==> src/rtl/nfcp_pkg.sv <==
// ----------------------------------------------------------------------------
// nfcp_pkg
// Shared types and constants of the response frame parser.
// ----------------------------------------------------------------------------
package nfcp_pkg;

  // largest payload count the parser can ever accept
  localparam int unsigned MAX_PAYLOAD = 264;

  // reset value of the capacity register
  localparam logic [8:0] CAPACITY_RST = 9'd264;

  // byte address of the capacity register
  localparam logic [1:0] ADDR_CAPACITY = 2'd0;

  // frame marker bytes
  localparam logic [7:0] MARK_FF     = 8'hFF;
  localparam logic [7:0] TFI_TO_HOST = 8'hD5;

  // saturated payload count reported on overflow
  localparam logic [8:0] PLEN_SAT = 9'h1FF;

  // report codes
  typedef enum logic [2:0] {
    ST_OK        = 3'd0,
    ST_NOT_READY = 3'd1,
    ST_INVALID   = 3'd2,
    ST_BAD_MARK  = 3'd3,
    ST_BAD_LCS   = 3'd4,
    ST_NO_SPACE  = 3'd5
  } status_t;

  // one result beat
  typedef struct packed {
    logic [7:0] data_byte;
    logic       data_valid;
    logic       frame_done;
    status_t    status;
    logic [8:0] payload_length;
  } result_t;

endpackage

==> src/rtl/nfcp_if.sv <==
// ----------------------------------------------------------------------------
// nfcp_in_if / nfcp_out_if
// Valid/ready channels carrying received bytes and parse results.
// ----------------------------------------------------------------------------
interface nfcp_in_if;
  logic       valid;
  logic       ready;
  logic [7:0] rx_byte;
  logic       first_of_read;

  modport source (output valid, output rx_byte, output first_of_read, input ready);
  modport sink   (input valid, input rx_byte, input first_of_read, output ready);
endinterface

interface nfcp_out_if;
  logic       valid;
  logic       ready;
  logic [7:0] data_byte;
  logic       data_valid;
  logic       frame_done;
  logic [2:0] status;
  logic [8:0] payload_length;

  modport source (output valid, output data_byte, output data_valid, output frame_done,
                  output status, output payload_length, input ready);
  modport sink   (input valid, input data_byte, input data_valid, input frame_done,
                  input status, input payload_length, output ready);
endinterface

==> src/rtl/nfcp_cfg.sv <==
// ----------------------------------------------------------------------------
// nfcp_cfg
// APB register slave holding the payload capacity register.
// ----------------------------------------------------------------------------
module nfcp_cfg (
  input  logic        clk,
  input  logic        rst_n,
  input  logic        psel,
  input  logic        penable,
  input  logic        pwrite,
  input  logic [1:0]  paddr,
  input  logic [31:0] pwdata,
  output logic [31:0] prdata,
  output logic        pready,
  output logic [8:0]  capacity
);
  import nfcp_pkg::*;

  logic [8:0] capacity_r;
  logic       addr_hit;
  logic       wr_en;

  // address decode of the single capacity register
  assign addr_hit = (paddr == ADDR_CAPACITY);
  assign wr_en    = psel & penable & pwrite & addr_hit;
  assign pready   = 1'b1;
  assign prdata   = addr_hit ? {23'd0, capacity_r} : 32'd0;
  assign capacity = capacity_r;

  // capacity register
  always_ff @(posedge clk) begin
    if (!rst_n) begin
      capacity_r <= CAPACITY_RST;
    end else if (wr_en) begin
      capacity_r <= pwdata[8:0];
    end
  end

endmodule

==> src/rtl/nfcp_parse.sv <==
// ----------------------------------------------------------------------------
// nfcp_parse
// Frame state machine: one byte per advance, result formed combinationally.
// ----------------------------------------------------------------------------
module nfcp_parse (
  input  logic                  clk,
  input  logic                  rst_n,
  input  logic                  advance,
  input  logic [7:0]            rx_byte,
  input  logic                  first_of_read,
  input  logic [8:0]            capacity,
  output nfcp_pkg::result_t     result
);
  import nfcp_pkg::*;

  typedef enum logic [12:0] {
    PH_IDLE = 13'b0000000000001,
    PH_PRE  = 13'b0000000000010,
    PH_SC1  = 13'b0000000000100,
    PH_SC2  = 13'b0000000001000,
    PH_LEN  = 13'b0000000010000,
    PH_LENX = 13'b0000000100000,
    PH_LENM = 13'b0000001000000,
    PH_LENL = 13'b0000010000000,
    PH_LCS  = 13'b0000100000000,
    PH_TFI  = 13'b0001000000000,
    PH_DATA = 13'b0010000000000,
    PH_DCS  = 13'b0100000000000,
    PH_POST = 13'b1000000000000
  } phase_t;

  phase_t      phase_r, phase_nxt;
  logic [15:0] frame_length_r, frame_length_nxt;
  logic [8:0]  bytes_left_r, bytes_left_nxt;
  logic [7:0]  data_sum_r, data_sum_nxt;
  logic [7:0]  length_high_r, length_high_nxt;

  logic [15:0] fl_m1;
  logic [8:0]  fl_m1_sat;
  logic [8:0]  limit;
  logic [7:0]  lcs_sum;
  logic [7:0]  dcs_sum;

  // length arithmetic shared by several phases
  assign fl_m1     = frame_length_r - 16'd1;
  assign fl_m1_sat = (fl_m1 > 16'(PLEN_SAT)) ? PLEN_SAT : fl_m1[8:0];
  assign limit     = ({7'd0, capacity} < 16'(MAX_PAYLOAD)) ? capacity : 9'(MAX_PAYLOAD);
  assign lcs_sum   = length_high_r + frame_length_r[7:0] + rx_byte;
  assign dcs_sum   = data_sum_r + rx_byte;

  // next state and result
  always_comb begin
    phase_nxt        = phase_r;
    frame_length_nxt = frame_length_r;
    bytes_left_nxt   = bytes_left_r;
    data_sum_nxt     = data_sum_r;
    length_high_nxt  = length_high_r;
    result           = '0;

    if (first_of_read) begin
      if (!rx_byte[0]) begin
        result.frame_done = 1'b1;
        result.status     = ST_NOT_READY;
        phase_nxt         = PH_IDLE;
      end else begin
        frame_length_nxt = '0;
        bytes_left_nxt   = '0;
        data_sum_nxt     = '0;
        length_high_nxt  = '0;
        phase_nxt        = PH_PRE;
      end
    end else begin
      unique case (phase_r)
        PH_PRE, PH_SC1: begin
          if (rx_byte != 8'd0) begin
            result.frame_done = 1'b1;
            result.status     = ST_INVALID;
            phase_nxt         = PH_IDLE;
          end else begin
            phase_nxt = (phase_r == PH_PRE) ? PH_SC1 : PH_SC2;
          end
        end
        PH_SC2: begin
          if (rx_byte != MARK_FF) begin
            result.frame_done = 1'b1;
            result.status     = ST_INVALID;
            phase_nxt         = PH_IDLE;
          end else begin
            phase_nxt = PH_LEN;
          end
        end
        PH_LEN: begin
          if (rx_byte == MARK_FF) begin
            phase_nxt = PH_LENX;
          end else begin
            length_high_nxt  = '0;
            frame_length_nxt = {8'd0, rx_byte};
            phase_nxt        = PH_LCS;
          end
        end
        PH_LENX: begin
          if (rx_byte != MARK_FF) begin
            result.frame_done = 1'b1;
            result.status     = ST_BAD_MARK;
            phase_nxt         = PH_IDLE;
          end else begin
            phase_nxt = PH_LENM;
          end
        end
        PH_LENM: begin
          length_high_nxt = rx_byte;
          phase_nxt       = PH_LENL;
        end
        PH_LENL: begin
          frame_length_nxt = {length_high_r, rx_byte};
          phase_nxt        = PH_LCS;
        end
        PH_LCS: begin
          if (lcs_sum != 8'd0) begin
            result.frame_done = 1'b1;
            result.status     = ST_BAD_LCS;
            phase_nxt         = PH_IDLE;
          end else if (frame_length_r == 16'd0) begin
            // zero length underflows the payload count
            result.frame_done     = 1'b1;
            result.status         = ST_NO_SPACE;
            result.payload_length = PLEN_SAT;
            phase_nxt             = PH_IDLE;
          end else if (fl_m1 > {7'd0, limit}) begin
            result.frame_done     = 1'b1;
            result.status         = ST_NO_SPACE;
            result.payload_length = fl_m1_sat;
            phase_nxt             = PH_IDLE;
          end else begin
            bytes_left_nxt = fl_m1[8:0];
            phase_nxt      = PH_TFI;
          end
        end
        PH_TFI: begin
          if (frame_length_r <= 16'd1) begin
            // length of one: this byte ends the frame unchecked
            result.frame_done = 1'b1;
            result.status     = ST_OK;
            phase_nxt         = PH_IDLE;
          end else if (rx_byte != TFI_TO_HOST) begin
            result.frame_done     = 1'b1;
            result.status         = ST_INVALID;
            result.payload_length = fl_m1_sat;
            phase_nxt             = PH_IDLE;
          end else begin
            data_sum_nxt = TFI_TO_HOST;
            phase_nxt    = PH_DATA;
          end
        end
        PH_DATA: begin
          result.data_byte  = rx_byte;
          result.data_valid = 1'b1;
          data_sum_nxt      = dcs_sum;
          bytes_left_nxt    = bytes_left_r - 9'd1;
          if (bytes_left_r == 9'd1) begin
            phase_nxt = PH_DCS;
          end
        end
        PH_DCS: begin
          if (dcs_sum != 8'd0) begin
            result.frame_done     = 1'b1;
            result.status         = ST_INVALID;
            result.payload_length = fl_m1_sat;
            phase_nxt             = PH_IDLE;
          end else begin
            phase_nxt = PH_POST;
          end
        end
        PH_POST: begin
          // postamble value is not checked
          result.frame_done     = 1'b1;
          result.status         = ST_OK;
          result.payload_length = fl_m1_sat;
          phase_nxt             = PH_IDLE;
        end
        default: begin
          // idle: stray bytes give an empty result
          phase_nxt = PH_IDLE;
        end
      endcase
    end
  end

  // frame state registers
  always_ff @(posedge clk) begin
    if (!rst_n) begin
      phase_r        <= PH_IDLE;
      frame_length_r <= '0;
      bytes_left_r   <= '0;
      data_sum_r     <= '0;
      length_high_r  <= '0;
    end else if (advance) begin
      phase_r        <= phase_nxt;
      frame_length_r <= frame_length_nxt;
      bytes_left_r   <= bytes_left_nxt;
      data_sum_r     <= data_sum_nxt;
      length_high_r  <= length_high_nxt;
    end
  end

endmodule

==> src/rtl/nfcp_response_frame_parser_core.sv <==
// ----------------------------------------------------------------------------
// nfc_response_frame_parser_core
// Deframes host-interface response reads into payload bytes and a status.
// ----------------------------------------------------------------------------
// One byte is taken per beat and every accepted byte yields exactly one
// result beat: a byte goes into an input register, the frame state
// machine works on it combinationally and the result lands in an output
// register. The throughput is one byte per clock while the receiver is
// ready; a stalled output holds both registers and backs up to in_ch.ready.
// Payload bytes come out with data_valid; the byte that ends
// a frame or hits an error carries frame_done and the status. A status
// byte (first_of_read) restarts parsing at any point. The capacity
// register sits at byte address 0 of the APB port.
module nfc_response_frame_parser_core (
  input  logic              clk,
  input  logic              rst_n,
  nfcp_in_if.sink           in_ch,
  nfcp_out_if.source        out_ch,
  input  logic              psel,
  input  logic              penable,
  input  logic              pwrite,
  input  logic [1:0]        paddr,
  input  logic [31:0]       pwdata,
  output logic [31:0]       prdata,
  output logic              pready
);
  import nfcp_pkg::*;

  logic       s1_valid_r;
  logic [7:0] s1_byte_r;
  logic       s1_first_r;
  logic       out_valid_r;
  result_t    out_res_r;
  result_t    parse_res;
  logic [8:0] capacity;
  logic       out_adv;
  logic       s1_fire;
  logic       in_fire;

  // register slave
  nfcp_cfg u_cfg (
    .clk      (clk),
    .rst_n    (rst_n),
    .psel     (psel),
    .penable  (penable),
    .pwrite   (pwrite),
    .paddr    (paddr),
    .pwdata   (pwdata),
    .prdata   (prdata),
    .pready   (pready),
    .capacity (capacity)
  );

  // pipeline flow control
  assign out_adv     = !out_valid_r || out_ch.ready;
  assign s1_fire     = s1_valid_r && out_adv;
  assign in_ch.ready = !s1_valid_r || out_adv;
  assign in_fire     = in_ch.valid && in_ch.ready;

  // input register
  always_ff @(posedge clk) begin
    if (!rst_n) begin
      s1_valid_r <= 1'b0;
    end else if (in_ch.ready) begin
      s1_valid_r <= in_ch.valid;
    end
  end

  always_ff @(posedge clk) begin
    if (in_fire) begin
      s1_byte_r  <= in_ch.rx_byte;
      s1_first_r <= in_ch.first_of_read;
    end
  end

  // frame state machine
  nfcp_parse u_parse (
    .clk           (clk),
    .rst_n         (rst_n),
    .advance       (s1_fire),
    .rx_byte       (s1_byte_r),
    .first_of_read (s1_first_r),
    .capacity      (capacity),
    .result        (parse_res)
  );

  // result register
  always_ff @(posedge clk) begin
    if (!rst_n) begin
      out_valid_r <= 1'b0;
    end else if (out_adv) begin
      out_valid_r <= s1_valid_r;
    end
  end

  always_ff @(posedge clk) begin
    if (s1_fire) begin
      out_res_r <= parse_res;
    end
  end

  assign out_ch.valid          = out_valid_r;
  assign out_ch.data_byte      = out_res_r.data_byte;
  assign out_ch.data_valid     = out_res_r.data_valid;
  assign out_ch.frame_done     = out_res_r.frame_done;
  assign out_ch.status         = out_res_r.status;
  assign out_ch.payload_length = out_res_r.payload_length;

endmodule

==> src/flat_wrapper.sv <==
// flat-port wrapper written by rule: the top's interface ports become plain ports
module nfc_response_frame_parser_core_flat import nfcp_pkg::*;
  (clk, rst_n, psel, penable, pwrite, paddr, pwdata, prdata, pready, in_ch_valid, in_ch_rx_byte, in_ch_first_of_read, in_ch_ready, out_ch_valid, out_ch_data_byte, out_ch_data_valid, out_ch_frame_done, out_ch_status, out_ch_payload_length, out_ch_ready);
  nfcp_in_if in_ch_i ();
  nfcp_out_if out_ch_i ();
  input  logic clk;
  input  logic rst_n;
  input  logic psel;
  input  logic penable;
  input  logic pwrite;
  input  logic [1:0] paddr;
  input  logic [31:0] pwdata;
  output logic [31:0] prdata;
  output logic pready;
  input wire logic [$bits(in_ch_i.valid)-1:0] in_ch_valid;
  input wire logic [$bits(in_ch_i.rx_byte)-1:0] in_ch_rx_byte;
  input wire logic [$bits(in_ch_i.first_of_read)-1:0] in_ch_first_of_read;
  output wire logic [$bits(in_ch_i.ready)-1:0] in_ch_ready;
  output wire logic [$bits(out_ch_i.valid)-1:0] out_ch_valid;
  output wire logic [$bits(out_ch_i.data_byte)-1:0] out_ch_data_byte;
  output wire logic [$bits(out_ch_i.data_valid)-1:0] out_ch_data_valid;
  output wire logic [$bits(out_ch_i.frame_done)-1:0] out_ch_frame_done;
  output wire logic [$bits(out_ch_i.status)-1:0] out_ch_status;
  output wire logic [$bits(out_ch_i.payload_length)-1:0] out_ch_payload_length;
  input wire logic [$bits(out_ch_i.ready)-1:0] out_ch_ready;
  assign in_ch_i.valid = in_ch_valid;
  assign in_ch_i.rx_byte = in_ch_rx_byte;
  assign in_ch_i.first_of_read = in_ch_first_of_read;
  assign in_ch_ready = in_ch_i.ready;
  assign out_ch_valid = out_ch_i.valid;
  assign out_ch_data_byte = out_ch_i.data_byte;
  assign out_ch_data_valid = out_ch_i.data_valid;
  assign out_ch_frame_done = out_ch_i.frame_done;
  assign out_ch_status = out_ch_i.status;
  assign out_ch_payload_length = out_ch_i.payload_length;
  assign out_ch_i.ready = out_ch_ready;
  nfc_response_frame_parser_core u_core (.clk(clk), .rst_n(rst_n), .in_ch(in_ch_i), .out_ch(out_ch_i), .psel(psel), .penable(penable), .pwrite(pwrite), .paddr(paddr), .pwdata(pwdata), .prdata(prdata), .pready(pready));
endmodule
==> config.mk <==
export PLATFORM = sky130hd
export DESIGN_NAME = nfc_response_frame_parser_core_flat
export DESIGN_NICKNAME = d
export VERILOG_FILES = /design/src/rtl/nfcp_pkg.sv /design/src/rtl/nfcp_if.sv /design/src/rtl/nfcp_cfg.sv /design/src/rtl/nfcp_parse.sv /design/src/rtl/nfcp_response_frame_parser_core.sv /design/src/flat_wrapper.sv
export SDC_FILE = /design/constraint.sdc
export NUM_CORES = 1
export LEC_CHECK = 0
export BUFFER_PORTS_ARGS = -buffer_cell sky130_fd_sc_hd__buf_2
export CAP_MARGIN = 5
export CELL_PAD_IN_SITES_DETAIL_PLACEMENT = 1
export CELL_PAD_IN_SITES_GLOBAL_PLACEMENT = 2
export CORE_UTILIZATION = 31
export DETAILED_ROUTE_END_ITERATION = 10
export PLACE_DENSITY_LB_ADDON = 0.1
export REMOVE_ABC_BUFFERS = 1
export SETUP_SLACK_MARGIN = 0.05
export SLEW_MARGIN = 20
export SYNTH_ARGS = -nofsm -noshare
export SYNTH_HDL_FRONTEND = slang
export SYNTH_SLANG_ARGS = --single-unit
==> constraint.sdc <==
create_clock -name clk -period 3.6 [get_ports clk]
set_input_delay 0.54 -clock clk [delete_from_list [all_inputs] [get_ports clk]]
set_output_delay 0.54 -clock clk [all_outputs]
set_load 0.05 [all_outputs]
After elaboration in Yosys (flattened, before gate mapping)
Cells that the tools add are included.
{"block": "word_totals", "output_inout_bits": 57, "regBits": 96, "in_bits": 50, "wordCells": 126}
{"block": "op_classes", "n_reduce_logical": 22, "order_cmp": 4, "addsub": 5, "mux": 52, "bitwise": 4, "eq_ne": 24}
{"cell": "$mux W13", "n": 10}
{"cell": "$pmux W13 S10", "n": 1}
{"cell": "$mux W9", "n": 11}
{"cell": "$mux W16", "n": 3}
{"cell": "$mux W8", "n": 6}
{"cell": "$mux W4", "n": 9}
{"cell": "$pmux W9 S4", "n": 1}
{"cell": "$pmux W16 S2", "n": 1}
{"cell": "$pmux W8 S2", "n": 2}
{"cell": "$pmux W4 S7", "n": 1}
{"cell": "$add A8 B8 Y8", "n": 3}
{"cell": "$reduce_bool A8 Y1", "n": 3}
{"cell": "$ne A3 B2 Y1 const B", "n": 7}
{"cell": "$pmux W9 S2", "n": 1}
{"cell": "$gt A16 B9 Y1", "n": 1}
{"cell": "$gt A16 B9 Y1 const B", "n": 1}
{"cell": "$le A16 B1 Y1 const B", "n": 1}
{"cell": "$logic_not A16 Y1", "n": 1}
{"cell": "$ne A8 B8 Y1 const B", "n": 2}
{"cell": "$sub A16 B1 Y16 const B", "n": 1}
{"cell": "$eq A13 B10 Y1 const B", "n": 1}
{"cell": "$eq A13 B11 Y1 const B", "n": 1}
{"cell": "$eq A13 B12 Y1 const B", "n": 1}
{"cell": "$eq A13 B13 Y1 const B", "n": 1}
{"cell": "31 further kinds", "n": 41}

Depth between registers and ports, before layout
Gate-level depths: netlist of run 1.
{"block": "logic_depth", "depth_word": 8, "ltp_mapped": 15, "mapped_depth_nobuf": 14}

Modules after synthesis
A second synthesis of run 1 with hierarchy kept.
{"block": "hier_totals", "hier_cells": 698, "area_unflattened_um2": 6227.2}
{"mod": "nfcp_parse", "instances": 1, "cells_per_inst": 581, "area_per_inst_um2": 4554.4}
{"mod": "nfc_response_frame_parser_core", "instances": 1, "cells_per_inst": 40, "area_per_inst_um2": 1034.7}
{"mod": "nfcp_cfg", "instances": 1, "cells_per_inst": 77, "area_per_inst_um2": 638.1}

Worst setup path before layout of run 1
OpenSTA, ideal clock, no wires.
{"block": "synth_path", "path_kind": "register to register", "from": "register u_core.u_parse.frame_length_r[0]", "to": "register u_core.out_res_r, in the netlist u_core.out_ch.frame_done, data pin", "setup_slack_ns": -0.112, "setup_ns": 0.257, "path_stages_with_launch": 15, "required_ns": 3.343, "t_arrival_ns": 3.455, "cell_sequence": "dfxtp_1 > inv_1 > ha_1 > or3b_1 > clkbuf_1 > nor3_1 > xor2_1 > ha_1 > nand4_1 > a21oi_1 > o41ai_1 > a41oi_2 > or4_4 > nor2b_1 > o21ai_1"}
{"item": "start, declared", "line_no": "nfcp_parse.sv:33", "rtl": "logic [15:0] frame_length_r, frame_length_nxt;"}
{"item": "start signal, assigned", "line_no": "nfcp_parse.sv:199", "rtl": "frame_length_r <= frame_length_nxt;"}
{"item": "end signal, assigned", "line_no": "nfcp_response_frame_parser_core.sv:98", "rtl": "out_res_r <= parse_res;"}
{"item": "end, declared", "line_no": "nfcp_response_frame_parser_core.sv:33", "rtl": "result_t out_res_r;"}

Worst setup path after layout of run 1
{"block": "layout_path", "from": "register u_core.u_parse.frame_length_r[0]", "to": "register u_core.out_res_r, in the netlist u_core.out_ch.payload_length[3], data pin"}
{"block": "layout_via", "elab_chain_cells": 7, "word_cells_on_any_way": 16, "cone_classes": "add/sub (3); order compare (3); mux (8); reduce/logical (2)"}
{"item": "$sub A16 B1 Y16", "line_no": "nfcp_parse.sv:45", "rtl": "assign fl_m1 = frame_length_r - 16'd1;"}
{"item": "$gt A16 B9 Y1", "line_no": "nfcp_parse.sv:46", "rtl": "assign fl_m1_sat = (fl_m1 > 16'(PLEN_SAT)) ? PLEN_SAT : fl_m1[8:0];"}
{"item": "$mux W9", "line_no": "nfcp_parse.sv:46"}
{"item": "$mux W13", "line_no": "nfcp_parse.sv:129", "rtl": "end else if (fl_m1 > {7'd0, limit}) begin"}
{"item": "$mux W13", "line_no": "nfcp_parse.sv:123", "rtl": "end else if (frame_length_r == 16'd0) begin"}
{"item": "$mux W9", "line_no": "nfcp_parse.sv:119", "rtl": "if (lcs_sum != 8'd0) begin"}
{"item": "$pmux W9 S4 *", "line_no": "nfcp_parse.sv:73", "rtl": "unique case (phase_r)"}
Every way passes the cells marked *; elsewhere a longest branch is shown, timed or not.
A chain may end at the register's enable or synchronous reset.

==> metrics, run 1 <==
critical path's largest stage delay around 0.57 ns; synth unique cells 74; register-to-register setup slack -0.02 ns; M2 GR Usage around 36%; routed length per instance roughly 19 µm; Finished Cell Area ~7800 µm²; capturing point of the worst reg2reg path u_core.out_ch.payload_length[3]; Detail Route Antenna Nets 0; Setup crit start kind flop; Critical Path Start u_core.u_parse.frame_length_r[0]; Critical Path Slowest Stage Cell or4_4; fraction of layout cells with a size suffix above 1 approximately 30%; TritonCTS clock tree done; Core Rows 50; CP delay by family, top simple AND/OR/NAND/NOR gates; Slew Viols, Final 0; Levels on crit path 14; Final Core Density between 40% and 50%; failing checks setup timing; Yosys top cell area share between 20% and 30%; Final setup viols 4; DR vias between 5,000 and 6,000; CP Capture Type flop; top cells by area, synth dfxtp_1 22%, edfxtp_1 15%, ha_1 5.4%, nand2_1 5.0%, a21oi_1 4.8%; unrepaired setup endpoints after global routing true; Bufs and invs on worst path 4; Iter 0 DRT Violations approximately 240; register area share after synthesis roughly 37%; reg2reg start u_core.u_parse.frame_length_r[0]; Mapped Cells 687; Layout area overhead 30.0%; final worst setup slack -0.0222 ns; Post-Synth Adder-Cell Area 8.41%; TritonRoute pass-1 iters 4; IO Count between 100 and 150; Setup CP Type reg -> reg; mux cell area share after synthesis between 1.5 and 2%; GRT Util Overall 21.2%; Starting Density approximately a third; syn_area_per_cell 8.75 µm²; Hold WC Path Type in -> reg; vias in the first global route ~6,000; final critical-path share of the clock period 101%; required time worst endpoint between 3 and 4 ns; Post-route DRC 0; die height about 140 µm; end of the critical path u_core.out_ch.payload_length[3]; H-tree depth 3; Antenna Cells 0; synth warn 0; Final #Nets about 910; met3 Use GR under 10%; worst hold stages 1; clk sinks 96; run status complete, but fails checks; Detailed Place HPWL about 16 mm; DR vias/cell around 5.1; Yosys top cell by area dfxtp_1; clock slew seen by the registers of the worst setup and hold paths around 0.07 ns; initial antenna violation count 0; busiest layer in global routing met2; asr flop ratio synth 0%; cells along the critical path buf_4 -> or4_4 -> nor4_4 -> xor2_1 -> ha_1 -> a21boi_2 -> o41ai_2 -> buf_4 -> and2_4 -> nor3_4 -> buf_6 -> o41ai_4 -> buf_6 -> a31oi_4; Rel. slew slack 46.8%; first-pass GRT wire length ~32 mm; Reg2Reg Depth 14; final wirelength approximately 21 mm; Hold Slack 0.356 ns; Post-Synth Simple-Gate Area about a quarter; Pwr Density between 300 and 400 nW/µm²; count of final hold-check violations 0; Post-synth top flop dfxtp_1; Yosys reg bits 96; Period minus WS final ~3.6 ns; P_leak 0.00309 µW; Die Width 141 µm; Max clock buf depth 2; total CTS buffers 9; RePlAce Congestion between 0.8 and 0.9; largest net degree at the start of global routing 29; grt total ovfl 0; VDD IR max between 0.2 and 0.25 mV; Final Skew just over 0.007 ns; Slew @ Worst Pin ~0.79 ns; I/O Buffers between 50 and 60; die area approximately 20,000 µm²; placed cell area roughly 7000 µm²; Synth Area in Compound Gates ~17%; CTS root buffer clkbuf_16; Skew-Pair Late Insertion Delay between 0.3 and 0.4 ns; met1 Use GR about 28%; Mapped Area ~6000 µm²; Critical Path AT 3.70 ns; max-cap violations 0; Synth Area in XOR/XNOR approximately 2.6%; largest family of logic cells by synthesized area simple AND/OR/NAND/NOR gates; Fmax around 280 MHz; number of synthesized flops with an enable pin 31; core area roughly 19,000 µm²; Critical Path Fanout Max 6
sequential cells by signal (all words and copies together) (netlist names):
signal,cells
u_core.u_parse.frame_length_r,16
u_core.out_ch.data_byte,8
u_core.out_ch.valid,1
u_core.s1_byte_r,8
u_core.s1_valid_r,1
u_core.out_ch.frame_done,1
u_core.u_parse.data_sum_r,8
u_core.out_ch.status,3
u_core.u_cfg.capacity,9
u_core.s1_first_r,1
u_core.out_ch.data_valid,1
u_core.u_parse.phase_r,13
u_core.u_parse.bytes_left_r,9
u_core.u_parse.length_high_r,8
u_core.out_ch.payload_length,9
worst reg2reg max path, stage by stage, from the launching register on:
cell and delay (ns):
dfxtp_2 0.34, buf_4 0.17, or4_4 0.57, nor4_4 0.16
xor2_1 0.24, ha_1 0.29, a21boi_2 0.18, o41ai_2 0.34
buf_4 0.18, and2_4 0.16, nor3_4 0.05, buf_6 0.12
o41ai_4 0.30, buf_6 0.21, a31oi_4 0.04
synthesized netlist by cell type (5+ instances only):
cell type,n
nor3_1,29
nor2_1,57
nand2b_1,9
nand3b_1,5
or3_1,9
nor2b_1,22
xor2_1,8
dfxtp_1,65
a31oi_1,5
or2_2,5
o21ai_1,11
xnor2_1,10
a211o_1,5
nor4b_1,5
nand3_1,28
a21oi_1,58
inv_1,18
edfxtp_1,31
mux2i_1,11
and3_1,6
nand4_1,9
o21ai_0,15
ha_1,26
nand2_1,80
nor4_1,7
fa_1,9
and2_1,15
clkbuf_1,23
buf_4,25
a211oi_1,6
where the power goes:
part	switching, µW	internal (µW)
logic	306	149
registers	15.6	1140
clock network	444	531
total	765	1820
metrics by stage:
step	setup slack (ns)	TNS (ns)	std cells	total power [µW]
after floorplan	-0.0701	-0.307	659	1440
after global placement	-0.222	-2.31	1053	1580
after detailed placement	-0.331	-4.56	1053	1590
after CTS	-0.0607	-0.522	1080	2590
after global routing	-0.145	-1.85	1085	2690
final	-0.0222	-0.0602	1085	2590
logic make-up after synthesis:
kind of cell | after synthesis
XOR/XNOR | 18
multiplexers | 11
flip-flops | 96
buffers and inverters | 69
AO/OA/AOI/OAI | 151
adder cells (fa/ha/maj) | 35
other | 2
AND/OR/NAND/NOR | 305
worst min path at each step:
| stage | startpoint | to | slack (ns) |
|---|---|---|---|
| after global placement | u_core.u_parse.frame_length_r[15] | u_core.u_parse.frame_length_r[15] | 0.44 |
| after CTS | in_ch_rx_byte[4] | u_core.s1_byte_r[4] | 0.35 |
| after global routing | in_ch_rx_byte[3] | u_core.s1_byte_r[3] | 0.34 |
| after detailed placement | u_core.u_parse.frame_length_r[15] | u_core.u_parse.frame_length_r[15] | 0.46 |
| final | in_ch_rx_byte[4] | u_core.s1_byte_r[4] | 0.36 |
| after floorplan | u_core.u_parse.frame_length_r[14] | u_core.u_parse.frame_length_r[14] | 0.43 |
final cells by class:
| type | count | area, µm² |
|---|---|---|
| clock buffer | 12 | 268 |
| clock inverter | 4 | 25.0 |
| fill | 2176 | 11000 |
| inverter | 19 | 78.8 |
| multi-input combinational | 544 | 3850 |
| sequential | 96 | 2230 |
| tap | 260 | 325 |
| timing repair buffer | 150 | 1030 |
per-layer routing:
metal,up-vias,wire length (µm)
li1,2703,-
met5,-,0
met4,0,358
met1,2737,9880
met2,81,9770
met3,27,513
cell usage in the layout, fill, tap and decap left out, types with 4 or more instances in the layout:
cell and n:
a211o_1 5, a21o_1 4, a21oi_1 51, a21oi_2 6
and2_1 14, and3_1 6, buf_2 59, buf_4 80
buf_6 10, clkbuf_16 10, conb_1 24, dfxtp_1 63
edfxtp_1 31, fa_1 7, ha_1 23, inv_1 13
inv_4 4, mux2i_1 11, nand2_1 78, nand2b_1 8
nand3_1 27, nand3b_1 5, nand4_1 9, nor2_1 54
nor2b_1 20, nor3_1 27, nor4_1 5, o21ai_0 11
o21ai_1 6, o21ai_2 10, or2_2 5, or3_1 8
or4_1 4, xnor2_1 9, xor2_1 6
timing repair:
action,in CTS,in global routing
hold endpoints to repair,0,0
gates resized for setup,38,55
hold buffers,0,0
gates cloned,1,0
pin swaps,21,14
buffers inserted,10,5
endpoints found under the setup margin,22,22
Power figures use the tool's default switching activity.
==> run 2: changes to the inputs <==
Settings changed: ABC_CLOCK_PERIOD_IN_PS set to 3300.
Clock period 3.6 ns to 3.3 ns, I/O delays scaled along.
==> metrics, run 2 (synthesis gave the netlist of run 1 again) <==
run status complete, but fails checks; failing checks setup timing; die height 141 µm (unchanged); die area 19,900 µm² (unchanged); Rel. slew slack 51.2% (+4.4 points); Pwr Density 360 nW/µm² (+8.8%); critical path's largest stage delay 0.45 ns (-0.12 ns); met3 Use GR 1.87% (-1.0 points); initial antenna violation count 0 (unchanged); Iter 0 DRT Violations 258 (+9.8%); Max clock buf depth 2 (unchanged); first-pass GRT wire length 32.4 mm (about the same); Setup crit start kind flop; Final Skew 0.00678 ns (-0.000303 ns); Critical Path AT 3.61 ns (-0.09 ns); final worst setup slack -0.215 ns (-0.193 ns); busiest layer in global routing met2; GRT Util Overall 21.1% (-0.084 points); I/O Buffers 59 (unchanged); Finished Layout Cells 1,100 (+1.4%); largest net degree at the start of global routing 38 (+31%); top flop regs u_core.u_parse.frame_length_r x16, u_core.u_parse.phase_r x13; Hold WC Path Type in -> reg; DR vias/cell 5.09 (-0.51%); cells along the critical path fa_1 -> ha_2 -> inv_2 -> fa_2 -> nand2b_4 -> nand2b_4 -> a2111o_1 -> a2111oi_4 -> buf_4 -> a41oi_2 -> or4_4 -> nor2b_1 -> o21ai_1; Fmax 285 MHz (+3.1%); met1 Use GR 28.7% (+0.77 points); CP Capture Type flop; Antenna Cells 0 (unchanged); Critical Path Fanout Max 4 (-2); number of flip-flops in the largest register 16 (unchanged); clk sinks 96 (unchanged); DR vias 5,596 (+0.87%); Post-route DRC 0 (unchanged); CP delay by family, top compound AO/OA/AOI/OAI gates; Die Width 141 µm (unchanged); Final setup viols 21 (+17); Final #Nets 920 (+1.7%); required time worst endpoint 3.40 ns (-0.28 ns); VDD IR max 0.237 mV (+8.4%); Core Rows 50 (unchanged); final wirelength 20.3 mm (-1.1%); grt total ovfl 0 (unchanged); final critical-path share of the clock period 107% (+5.9 points); Critical Path Slowest Stage Cell fa_1; TNS Setup -2.89 ns (-2.83 ns); Setup CP Type reg -> reg; M2 GR Usage 35.9% (-0.50 points); count of final hold-check violations 0 (unchanged); Detailed Place HPWL 15.7 mm (+0.58%); TritonCTS clock tree done; H-tree depth 3 (unchanged); Worst path most repeated cell nand2b_4; RePlAce Congestion 0.875 (+1.4%); CTS root buffer clkbuf_16; most frequent cells in the layout 97 x buf_4, 79 x nand2_1, 61 x dfxtp_1, 59 x buf_2, 53 x nor2_1; Period minus WS final 3.51 ns (-0.107 ns); Slew Viols, Final 0 (unchanged); Post-CTS Hold Fix Bufs 0 (unchanged); TritonRoute pass-1 iters 4 (unchanged); Slew @ Worst Pin 0.723 ns (-0.0649 ns); Pwr Total 2840 µW (+9.8%); vias in the first global route 5,810 (-1.2%); max-cap violations 0 (unchanged); Skew-Pair Late Insertion Delay 0.35 ns (about the same); clock slew seen by the registers of the worst setup and hold paths 0.07 ns (about the same); Starting Density 31.9% (unchanged); Detail Route Antenna Nets 0 (unchanged); Bufs and invs on worst path 2 (-2); unrepaired setup endpoints after global routing true; Layout area overhead 31.3%; core area 18,800 µm² (unchanged); IO Count 107 (unchanged); routed length per instance 18.5 µm (-2.4%); total CTS buffers 9 (unchanged); leading cell type in the layout, fill and taps excluded buf_4; Reg with most FFs u_core.u_parse.frame_length_r; placed insts 1,075 (+2.1%); P_leak 0.00316 µW (+2.3%); fraction of layout cells with a size suffix above 1 30.8% (+0.65 points)
==> run 2: cell types whose count changed in the layout (fill, tap and decap cells not counted), sizes merged <==
cell | previous run | this run
buf | 150 | 165
bufinv | 0 | 1
clkbuf | 12 | 9
clkinv | 2 | 4
==> run 2: layout make-up <==
type | instances | area [µm²]
fill | 2211 | 10900
multi-input combinational | 544 | 3830
sequential | 96 | 2240
timing repair buffer | 165 | 1120
tap | 260 | 325
clock buffer | 9 | 225
inverter | 19 | 71.3
clock inverter | 7 | 70.1
==> run 2: timing repair <==
action	4_1_cts	5_1_grt
gates resized for setup	27	60
gates cloned	0	1
setup endpoints to repair	23	22
buffers inserted	3	6
pin swaps	9	17
==> run 2: metal layers <==
layer | share of wire (%) | vias to the layer above
li1 | - | 2732
met1 | 49 | 2777
met2 | 48 | 74
met3 | 2.1 | 13
met4 | 1.2 | 0
met5 | 0 | -
==> run 2: metrics by stage <==
stage                     instance area (µm²)  hold slack, ns  util (%)  setup slack [ns]
after global placement                   7150           0.442      38.0            -0.421
final                                    7890           0.327      41.9            -0.215
after global routing                     7890           0.307      41.9            -0.351
after detailed placement                 7150           0.450      38.0            -0.500
after CTS                                7580           0.310      40.3            -0.210
after floorplan                          5800           0.432         -            -0.370
==> run 2: report_power, final <==
| part | switching [µW] | leakage (µW) | internal (µW) |
|---|---|---|---|
| Combinational | 332 | 0.00221 | 166 |
| Sequential | 17.1 | 0.000809 | 1240 |
| Clock | 490 | 0.000148 | 590 |
| Total | 839 | 0.00316 | 2000 |
==> run 2: path summary, 6_finish.rpt <==
check	startpoint	end	slack, ns	cells after the start
setup / recovery	u_core.s1_byte_r[1]	u_core.out_ch.frame_done	-0.21	13
hold / removal	in_ch_rx_byte[4]	u_core.s1_byte_r[4]	0.33	1
hold reg to reg	u_core.u_parse.data_sum_r[0]	u_core.u_parse.data_sum_r[0]	0.46	2
setup reg to reg	u_core.s1_byte_r[1]	u_core.out_ch.frame_done	-0.21	13
==> run 2: worst register-to-register path: cells and delay by family (launching register included) <==
family,cells,cell delay (ns)
DFF,1,0.42
AOI/OAI and AO/OA,4,0.95
buffers and inverters,2,0.24
adders and majority gates,3,0.86
and+or+nand+nor,4,0.80
==> run 3: changes to the inputs <==
Settings changed: SYNTH_HIERARCHICAL set to 1, TNS_END_PERCENT set to 5.
==> metrics, run 3 <==
run status complete, but fails checks; failing checks setup timing; Die Width 144 µm (+1.8%); Slew Viols, Final 0 (unchanged); critical path's largest stage delay 0.56 ns (+0.11 ns); Post-route DRC 0 (unchanged); number of flip-flops in the largest register 16 (unchanged); RePlAce Congestion 0.787 (-10%); initial antenna violation count 0 (unchanged); capturing point of the worst reg2reg path u_core/u_parse/bytes_left_r[3]; total CTS buffers 9 (unchanged); sequential power share 42.4% (-2.0 points); asr flop ratio synth 0% (unchanged); CP delay by family, top simple AND/OR/NAND/NOR gates; Final setup viols 20 (-4.8%); Sw Share 27.6% (-1.9 points); Skew-Pair Late Insertion Delay 0.35 ns (about the same); Rel. slew slack 33.0% (-18 points); Reg with most FFs u_core/u_parse/frame_length_r; hold path endpoint u_core/s1_byte_r[7]; clock slew seen by the registers of the worst setup and hold paths 0.07 ns (about the same); final worst setup slack -0.210 ns (+0.00464 ns); Slew @ Worst Pin 1.00 ns (+0.282 ns); worst hold stages 1 (unchanged); Bufs and invs on worst path 2 (unchanged); reg2reg start u_core/s1_byte_r[1]; synth warn 6 (+6); P_leak 0.00316 µW (about the same); clk sinks 96 (unchanged); grt total ovfl 0 (unchanged); H-tree depth 3 (unchanged); Final #Nets 912 (-0.87%); Layout fillers 2,300 (+4.0%); fraction of layout cells with a size suffix above 1 28.1% (-2.7 points); register-to-register setup slack -0.21 ns (about the same); Antenna Cells 0 (unchanged); most frequent cell after synthesis nand2_1; DR vias 5,475 (-2.2%); HP Start in_ch_rx_byte[7]; cells along the critical path fa_1 -> ha_2 -> inv_2 -> fa_2 -> nand2b_4 -> a211oi_4 -> nor3_2 -> or4b_4 -> and4bb_2 -> buf_4 -> a21boi_0 -> a31o_2; first-pass GRT wire length 31.2 mm (-3.9%); Clock power frac 41.6% (+3.5 points); placed insts 1,060 (-1.4%); Setup crit start kind flop; syn_area_per_cell 8.92 µm² (+2.0%); Mapped Area 6230 µm² (+3.6%); Post-synth top flop dfxtp_1; Detailed Place HPWL 14.4 mm (-7.9%); Layout area overhead 26.3%; Setup CP Type reg -> reg; Detail Route Antenna Nets 0 (unchanged); synth unique cells 79 (+6.8%); Final Core Density 40.1% (-1.7 points); IO Count 107 (unchanged); top cells by area, synth dfxtp_1 21%, edfxtp_1 15%, ha_1 5.2%, nand2_1 4.3%, nor2b_1 3.5%; required time worst endpoint 3.55 ns (+0.15 ns); Hold WC Path Type in -> reg; Max clock buf depth 2 (unchanged); Yosys top cell area share 20.9% (-0.76 points); register area share after synthesis 35.8% (-1.3 points); Yosys top cell by area dfxtp_1; final critical-path share of the clock period 106% (-0.14 points); vias in the first global route 5,858 (+0.83%); DR vias/cell 4.99 (-1.9%); max-cap violations 0 (unchanged); VDD IR max 0.235 mV (-0.79%); NetSw 824 µW (-1.8%); leading cell type in the layout, fill and taps excluded buf_4; CTS root buffer clkbuf_16; Reg2Reg Depth 12 (-1); GRT Util Overall 19.8% (-1.3 points); Finished Layout Cells 1,097 (-0.27%); Mapped Cells 698 (+1.6%); Iter 0 DRT Violations 154 (-40%); CP Capture Type flop; die height 144 µm (+1.8%); most frequent cells in the layout 87 x buf_4, 71 x nand2_1, 63 x dfxtp_1, 59 x buf_2, 35 x nor2_1; unrepaired setup endpoints after global routing true; Synth top cells by count 71 x nand2_1, 65 x dfxtp_1, 39 x inv_1, 37 x nor2_1, 35 x nor2b_1; I/O Buffers 59 (unchanged); Critical Path Slowest Stage Cell or4b_4; internal power 2160 µW (+8.0%); largest net degree at the start of global routing 73 (+92%); Period minus WS final 3.51 ns (-0.00465 ns); final wirelength 19.2 mm (-5.4%); Critical Path AT 3.76 ns (+0.15 ns); Pwr Density 380 nW/µm² (+5.4%); Critical Path Fanout Max 4 (unchanged); top flop regs u_core/u_parse/frame_length_r x16, u_core/u_parse/phase_r x13; Yosys reg bits 96 (unchanged); die area 20,700 µm² (+3.6%); Comb pwr share 16.0% (-1.5 points); core area 19,600 µm² (+4.0%); TritonCTS clock tree done; number of synthesized flops with an enable pin 31 (unchanged); TritonRoute pass-1 iters 4 (unchanged); Core Rows 51 (+2.0%); routed length per instance 17.5 µm (-5.1%); count of final hold-check violations 0 (unchanged); Final Skew 0.00788 ns (+0.00109 ns); Fmax 285 MHz (+0.13%); Starting Density 31.8% (-0.12 points)
==> run 3: final cells by class <==
class | count | area [µm²] | area share (%)
repair buffers | 151 | 1040 | 13.2
well taps | 265 | 332 | 4.22
clock buffers | 9 | 225 | 2.86
inverters | 40 | 150 | 1.91
multi-input cells | 529 | 3760 | 47.8
clock inverters | 7 | 120 | 1.53
flip-flops and latches | 96 | 2240 | 28.4
==> run 3: power by group through the flow <==
stage	clock (µW)	sequential, µW	combinational [µW]
after floorplan	0	1340	228
after CTS	1280	1270	478
after global routing	1320	1270	519
after detailed placement	0	1290	440
final	1240	1270	478
after global placement	0	1290	432
==> run 3: cell families (layout without fill, tap and decap cells) <==
logic type      after synthesis  count (layout)  synth area share [%]
flops                        96              96                  35.8
mux                          21              21                  3.38
buf+inv                      95             207                  7.61
simple gates                280             280                  25.4
fa+ha+maj                    35              35                  8.12
compound gates              145             145                  16.1
xor+xnor                     24              24                  3.38
other cells                   2              24                 0.121
==> run 3: worst max-delay path by stage <==
stage	start	end	slack [ns]	cells past startpoint
after floorplan	u_core/s1_byte_r[1]	u_core/u_parse/bytes_left_r[1]	-0.37	11
after global placement	u_core/s1_byte_r[1]	u_core/u_parse/bytes_left_r[4]	-0.38	12
after detailed placement	u_core/s1_byte_r[1]	u_core/out_ch.payload_length[7]	-0.46	12
after CTS	u_core/s1_byte_r[1]	u_core/u_parse/bytes_left_r[1]	-0.22	13
after global routing	u_core/s1_byte_r[1]	u_core/u_parse/bytes_left_r[6]	-0.37	13
final	u_core/s1_byte_r[1]	u_core/u_parse/bytes_left_r[3]	-0.21	12
==> run 3: layer usage <==
metal	vias to the layer above	share of wire (%)	track usage, %
met3	17	2.0	2.10
li1	2691	-	-
met5	-	0	0
met2	75	48	34.3
met1	2692	48	25.8
met4	0	1.5	6.16
==> run 3: repair_timing <==
item | in CTS | in global routing
setup endpoints to repair | 23 | 23
pin swaps | 18 | 3
hold buffers | 0 | 0
hold endpoints to repair | 0 | 0
setup buffers | 19 | 1
cloned | 1 | 0
resized for setup | 36 | 3
==> run 3: through the flow <==
stage / hold WS [ns] / setup TNS, ns / cell area, µm² / setup slack, ns / power, µW
finish: 0.314 / -3.06 / 7870 / -0.210 / 2990
floorplan: 0.438 / -8.60 / 5990 / -0.372 / 1570
detailed placement: 0.470 / -8.82 / 7180 / -0.459 / 1730
global route: 0.302 / -6.54 / 7870 / -0.368 / 3110
CTS: 0.298 / -3.27 / 7850 / -0.222 / 3030
global placement: 0.456 / -7.50 / 7180 / -0.382 / 1730
